$ cat src/hw/rtl/rcd_pkg.sv
// ----------------------------------------------------------------------------
// rcd_pkg
// Shared types and codes for the reversible byte deque.
// ----------------------------------------------------------------------------
package rcd_pkg;

    // Default number of byte entries in the circular store
    localparam int unsigned DEPTH_DEFAULT = 1024;

    // Command codes
    localparam logic [1:0] CMD_PUSH    = 2'd0;
    localparam logic [1:0] CMD_REVERSE = 2'd1;
    localparam logic [1:0] CMD_POP     = 2'd2;

    // Status codes
    localparam logic [1:0] ST_OK    = 2'd0;
    localparam logic [1:0] ST_FULL  = 2'd1;
    localparam logic [1:0] ST_EMPTY = 2'd2;

    // Command word
    typedef struct packed {
        logic [1:0] command;
        logic       side;
        logic [7:0] data_byte;
    } rcd_in_t;

    // Response word
    typedef struct packed {
        logic [7:0] out_byte;
        logic [1:0] status;
        logic       now_empty;
    } rcd_out_t;

    // Controller to datapath
    typedef struct packed {
        logic accept;    // take the command word, update pointers
        logic load_imm;  // load response register with immediate result
        logic load_mem;  // load response register with store read data
    } rcd_ctl_t;

    // Datapath to controller
    typedef struct packed {
        logic pop_read;  // presented word is a pop that reads the store
    } rcd_sts_t;

endpackage

$ cat src/hw/rtl/rcd_ctrl.sv
// ----------------------------------------------------------------------------
// rcd_ctrl
// Handshake controller: sequences command acceptance, the store read of a
// pop and the loading of the response register.
// ----------------------------------------------------------------------------
module rcd_ctrl (
    input  logic            clk,
    input  logic            rst_n,
    input  logic            cmd_valid,
    output logic            cmd_ready,
    output logic            rsp_valid,
    input  logic            rsp_ready,
    input  rcd_pkg::rcd_sts_t sts,
    output rcd_pkg::rcd_ctl_t ctl
);
    import rcd_pkg::*;

    typedef enum logic [1:0] {
        S_IDLE = 2'b01,
        S_READ = 2'b10
    } state_t;

    state_t state_reg;
    state_t state_next;
    logic   rsp_valid_reg;
    logic   rsp_valid_next;
    logic   rsp_free;

    // Response register can take a new word this cycle
    assign rsp_free = !rsp_valid_reg || rsp_ready;

    // Next state and command decode
    always_comb
    begin
        state_next   = state_reg;
        cmd_ready    = 1'b0;
        ctl.accept   = 1'b0;
        ctl.load_imm = 1'b0;
        ctl.load_mem = 1'b0;
        unique case (state_reg)
            S_IDLE:
            begin
                cmd_ready  = rsp_free;
                ctl.accept = cmd_valid && rsp_free;
                if (ctl.accept)
                begin
                    if (sts.pop_read)
                    begin
                        state_next = S_READ;
                    end
                    else
                    begin
                        ctl.load_imm = 1'b1;
                    end
                end
            end
            S_READ:
            begin
                ctl.load_mem = rsp_free;
                if (rsp_free)
                begin
                    state_next = S_IDLE;
                end
            end
            default:
            begin
                state_next = S_IDLE;
            end
        endcase
    end

    // Response valid flag
    always_comb
    begin
        if (ctl.load_imm || ctl.load_mem)
        begin
            rsp_valid_next = 1'b1;
        end
        else if (rsp_ready)
        begin
            rsp_valid_next = 1'b0;
        end
        else
        begin
            rsp_valid_next = rsp_valid_reg;
        end
    end

    always_ff @(posedge clk or negedge rst_n)
    begin
        if (!rst_n)
        begin
            state_reg     <= S_IDLE;
            rsp_valid_reg <= 1'b0;
        end
        else
        begin
            state_reg     <= state_next;
            rsp_valid_reg <= rsp_valid_next;
        end
    end

    assign rsp_valid = rsp_valid_reg;

    // No new word while a pop read is outstanding
    a_no_accept_in_read: assert property (@(posedge clk) disable iff (!rst_n)
        state_reg == S_READ |-> !ctl.accept)
        else $error("command accepted during pop read");

    // A read pop is always followed by the read-data load phase
    a_pop_goes_read: assert property (@(posedge clk) disable iff (!rst_n)
        ctl.accept && sts.pop_read |=> state_reg == S_READ)
        else $error("pop read did not enter read phase");

endmodule

$ cat config.mk
export PLATFORM = sky130hd
export DESIGN_NAME = rcd_ctrl
export DESIGN_NICKNAME = d
export VERILOG_FILES = /design/src/hw/rtl/rcd_pkg.sv /design/src/hw/rtl/rcd_ctrl.sv
export SDC_FILE = /design/constraint.sdc
export NUM_CORES = 1
export LEC_CHECK = 0
export BUFFER_PORTS_ARGS = -buffer_cell sky130_fd_sc_hd__buf_2
export CAP_MARGIN = 20
export CORE_AREA = 8 8 45 47
export DETAILED_ROUTE_END_ITERATION = 16
export DIE_AREA = 0 0 53 55
export GPL_ROUTABILITY_DRIVEN = 0
export GPL_TIMING_DRIVEN = 0
export PLACE_DENSITY = 0.43
export SLEW_MARGIN = 20
export SYNTH_ARGS = -nofsm -noshare
export SYNTH_HDL_FRONTEND = slang
export SYNTH_SLANG_ARGS = --single-unit
$ cat constraint.sdc
create_clock -name clk -period 3.1 [get_ports clk]
set_clock_uncertainty 0.15 [all_clocks]
set_input_delay 0.62 -clock clk [delete_from_list [all_inputs] [get_ports clk]]
set_output_delay 0.62 -clock clk [all_outputs]
set_load 0.01 [all_outputs]
==> results of run 1 <==
-- worst paths after layout --
kind / from / endpoint / cells after the start
worst max register to register: state_reg[0]$_DFFE_PN1P_ / state_reg[0]$_DFFE_PN1P_ / 2
worst min register to register: rsp_valid$_DFFE_PN0P_ / rsp_valid$_DFFE_PN0P_ / 2
min in group clk: rsp_valid$_DFFE_PN0P_ / rsp_valid$_DFFE_PN0P_ / 2
worst max-delay path: cmd_valid / ctl[1] / 4
worst min-delay path: rst_n / state_reg[1]$_DFFE_PN0P_ / 1
max in group asynchronous: rst_n / state_reg[0]$_DFFE_PN1P_ / 1
-- final cells by class --
cell class / instances / area (sq um) / share of cell area (%)
Multi-Input combinational cell: 13 / 98.84 / 36.57
Timing Repair Buffer: 9 / 45.04 / 16.67
Inverter: 1 / 3.754 / 1.389
Sequential cell: 3 / 76.32 / 28.24
Tap cell: 16 / 20.02 / 7.407
Clock buffer: 4 / 26.28 / 9.722
-- power by group --
part	internal, mW	switching (mW)	leakage [nW]
logic	0.0157	0.0163	0.0786
registers	0.0442	0.00377	0.0364
clock network	0.0481	0.0188	0.0150
total	0.108	0.0388	0.130
-- per-layer routing --
metal,wire [um],vias up,global-route usage [%]
met5,0,-,0
met4,11,0,5.172
met3,27,2,2.674
met2,141,10,3.125
met1,248,67,4.871
li1,-,89,-
-- through the flow --
stage	cell area, sq um	hold slack [ps]
4_1_cts	270.3	18.06
5_1_grt	270.3	8.386
6_report	270.3	22.78
3_3_place_gp	244.0	267.6
3_5_place_dp	244.0	265.8
2_1_floorplan	178.9	174.4
-- cells by family after synthesis --
group / synth area share, %
DFF: 42.66
buffers and inverters: 2.096
AOI/OAI and AO/OA: 13.99
and+or+nand+nor: 41.25
-- layout by cell type (no fill, tap or decap) --
| cell | Yosys | routed |
|---|---|---|
| clkbuf_1 | 0 | 1 |
| nor2_1 | 2 | 2 |
| o311ai_1 | 1 | 1 |
| buf_2 | 0 | 9 |
| clkbuf_4 | 0 | 3 |
| nand2b_4 | 1 | 1 |
| nand2_1 | 1 | 1 |
| nand4bb_1 | 1 | 1 |
| dfrtp_1 | 2 | 2 |
| nor2b_4 | 1 | 1 |
| nand2b_1 | 2 | 2 |
| o31a_1 | 1 | 1 |
| o31ai_1 | 1 | 1 |
| inv_1 | 1 | 1 |
| dfstp_2 | 1 | 1 |
| nor3_1 | 1 | 1 |
| nor4_1 | 1 | 1 |
==> flow_summary.ini, run 1 <==
[drt]
drtPass1Iterations = 3
avgRoutedWirePerCell_um = 9.283
num_vias = 168
drc_errors = 0
first_iter_violations = 2
routed_wl_um = 427
via_per_inst = 3.652
antenna_left = 0

[logic_synthesis]
synthArstFlopShare_pct = 100.0
synth_top_cell_by_area = dfrtp_1
synth_top_area_share_pct = 27.97
yosysSeqAreaShare_pct = 42.66
synth_edf_count = 0
synthFlopType = dfrtp_1
ys_ff_latch = 3
synth_area_per_cell_sq_um = 10.52
ys_types = 14
syn-num-nets = 22
yosys-top-cells-count = dfrtp_1 (2), nand2b_1 (2), nor2_1 (2)
yosys-top-cells-area = dfrtp_1 (28%), dfstp_2 (15%), nand2b_4 (7.7%)
yosys_warnings = 0
synthCells = 17
synth_area_sq_um = 178.9

[clock_tree]
post_cts_buffers = 0
ctsResizeCount = 0
clkLatencyLatePin_ps = 230
root_buffer = clkbuf_4
cts_tree = built
clock_path_buffers = 2
numCtsBuffers = 3
hold_buffers = 0
clkTransAtPathRegs_ps = 40
h-tree-depth = 1
cts_sinks = 3

[worst_setup_path]
reg2reg_setup_slack_ps = 1970
crit_arrival_ps = 1200
crit_top_cell = buf_2
startpoint_type = input port
critPathTopFamily = buffers and inverters
cp-end-kind = primary output
cp_slowest_stage_delay_ps = 260
crit_type = in -> out
worst-path-buf-inv = 3
crit_chain = buf_2, inv_1, nor4_1, buf_2
crit_fanout = 3
crit_slowest_cell = nor4_1
required_ps = 2330

[global_route]
grt_pass1_vias = 174
gr-usage-all-layers_pct = 3.827
antenna_found_initial = 0
grt_max_degree = 7
gr-total-overflow = 0
grt_pass1_wl_um = 745

[placed_design]
dp.cells = 42
dp_slack_ps = 1124
portBuffers = 9
hpwlAfterDp_um = 371.1

[layout]
fin_cells = 46
finish.utilization_pct = 19.53
largest_register_ff_count = 2
diodes = 0
nFillCells = 159
area_growth_pct = 51.05
drive_gt1_share_pct = 50.00
final_nets = 36

[sta]
fmax_mhz = 507.9
finalCritPeriodShare_pct = 63.51
finalMaxSlewViolations = 0
setup_viol = 0
rsz0062_at_grt = false
worstMarginPinSlew_ps = 208.9
finalWorstSetupSlack_ps = 1131
finalHoldViolCount = 0
tns_ps = 0
fin_crit_ps = 1969
slew_headroom_pct = 85.85

[die]
die_height_um = 55
dieArea_sq_um = 2915
fp-row-count = 14
initial_utilization_pct = 12.93
io_pins = 10
die_w_um = 53
design.core.area_sq_um = 1384

[power_and_ir_drop]
powerDensity_nw_per_um2 = 543.1
vdd_ir_drop_max_v = 0.0001003
power_leakage_nw = 0.1299
power_mw = 0.1468

[flow_run]
drv_cap = 0

[min_path]
worstHoldPathType = in -> async

[run_status]
status = finished, final reports clean
Power figures use the tool's default switching activity.
==> run 2, diff against run 1 <==
==> constraint.sdc (replaced) <==
create_clock -name clk -period 1.97 [get_ports clk]
set_clock_uncertainty 0.15 [all_clocks]
set_input_delay 0.394 -clock clk [delete_from_list [all_inputs] [get_ports clk]]
set_output_delay 0.394 -clock clk [all_outputs]
set_load 0.01 [all_outputs]
==> flow_summary.ini, run 2 (synthesis results as in run 1) <==
[die]
initial_utilization_pct = 12.93
die_height_um = 55
fp-row-count = 14
design.core.area_sq_um = 1384
dieArea_sq_um = 2915
io_pins = 10
die_w_um = 53

[worst_setup_path]
crit_fanout = 6
crit_chain = nand2b_4, nor4_1, buf_2
crit_arrival_ps = 1190
cp-end-kind = primary output
crit_slowest_cell = dfstp_2
required_ps = 1430
cp_slowest_stage_delay_ps = 550
worst-path-buf-inv = 1
critPathTopFamily = flip-flops
startpoint_type = flop
crit_type = reg -> out

[layout]
fin_cells = 47
diodes = 0
nFillCells = 161
drive_gt1_share_pct = 48.39
final_nets = 37
final_cell_mix = buf_2 (9), clkbuf_4 (3), nand2b_1 (2), nor2_1 (2), dfrtp_1 (2)
area_growth_pct = 56.64
largest_register_ff_count = 2
finish.utilization_pct = 20.25
final_common_cell = buf_2

[clock_tree]
cts_sinks = 3
cts_tree = built
numCtsBuffers = 3
h-tree-depth = 1
post_cts_buffers = 0
clkLatencyLatePin_ps = 230
clkTransAtPathRegs_ps = 40
clock_path_buffers = 2
root_buffer = clkbuf_4

[sta]
tns_ps = 0
rsz0062_at_grt = false
slew_headroom_pct = 85.85
finalHoldViolCount = 0
finalCritPeriodShare_pct = 88.25
setup_viol = 0
fmax_mhz = 575.2
fin_crit_ps = 1738
worstMarginPinSlew_ps = 208.9
finalMaxSlewViolations = 0
fin_hold_ws_ps = 256.3

[power_and_ir_drop]
power_mw = 0.2325
powerDensity_nw_per_um2 = 829.6
vdd_ir_drop_max_v = 0.0001647
power_leakage_nw = 0.1341

[global_route]
gr-total-overflow = 0
grt_max_degree = 7
gr-usage-all-layers_pct = 3.882
grt_pass1_vias = 180
antenna_found_initial = 0
grt_pass1_wl_um = 759

[drt]
routed_wl_um = 434
avgRoutedWirePerCell_um = 9.234
drtPass1Iterations = 3
antenna_left = 0
drc_errors = 0
via_per_inst = 3.638
first_iter_violations = 2
num_vias = 171

[placed_design]
portBuffers = 9
dp.cells = 42
hpwlAfterDp_um = 371.1

[min_path]
worstHoldPathType = in -> reg

[run_status]
status = finished, final reports clean

[flow_run]
drv_cap = 0
[run 2: cell types whose count changed in the layout (fill, tap and decap cells not counted)]
cell           previous run  this run
dlygate4sd3_1             0         1
[run 2: final cells by class]
| cell class | instances | area, sq um | share of cell area, % |
|---|---|---|---|
| Clock buffer | 4 | 26.28 | 9.375 |
| Timing Repair Buffer | 10 | 55.05 | 19.64 |
| Inverter | 1 | 3.754 | 1.339 |
| Multi-Input combinational cell | 13 | 98.84 | 35.27 |
| Sequential cell | 3 | 76.32 | 27.23 |
| Tap cell | 16 | 20.02 | 7.143 |
[run 2: repair_timing]
action / 4_1_cts / 5_1_grt
endpoints found under the hold margin: 3 / 0
hold buffers: 1 / 0
resized for setup: 0 / 0
[run 2: stage by stage]
stage / area [sq um] / setup WS, ps
after global placement: 244.0 / 451.1
after detailed placement: 244.0 / 445.8
after CTS: 280.3 / 206.1
final: 280.3 / 231.6
after global routing: 280.3 / 141.0
after floorplan: 178.9 / 447.7
[run 2: final timing paths]
check | from | end | slack, ps | cells after the start
max reg2reg | state_reg[0]$_DFFE_PN1P_ | state_reg[0]$_DFFE_PN1P_ | 840 | 2
min in group asynchronous | rst_n | state_reg[1]$_DFFE_PN0P_ | 340 | 2
max | state_reg[0]$_DFFE_PN1P_ | ctl[1] | 230 | 3
max in group asynchronous | rst_n | state_reg[0]$_DFFE_PN1P_ | 1140 | 2
min reg2reg | rsp_valid$_DFFE_PN0P_ | rsp_valid$_DFFE_PN0P_ | 390 | 2
min | sts | rsp_valid$_DFFE_PN0P_ | 260 | 2
[run 2: where the power goes]
group	switching (mW)	leakage (nW)	total [mW]	internal, mW
combinational	0.0259	0.0828	0.0518	0.0259
sequential	0.00594	0.0364	0.0754	0.0695
clock	0.0296	0.0150	0.105	0.0757
total	0.0614	0.134	0.233	0.171
[run 2: worst register-to-register path, cell delays in order (launching register included)]
cell and delay, ps:
dfstp_2 550, nand2b_4 80, o31a_1 280
[run 2: layer usage]
layer | vias to the layer above | share of wire (%) | global-route usage, % | wire length (um)
met5 | - | 0 | 0 | 0
met4 | 0 | 2.5 | 5.172 | 11
li1 | 91 | - | - | -
met2 | 10 | 33 | 3.320 | 143
met1 | 68 | 58 | 4.871 | 252
met3 | 2 | 6.2 | 2.674 | 27
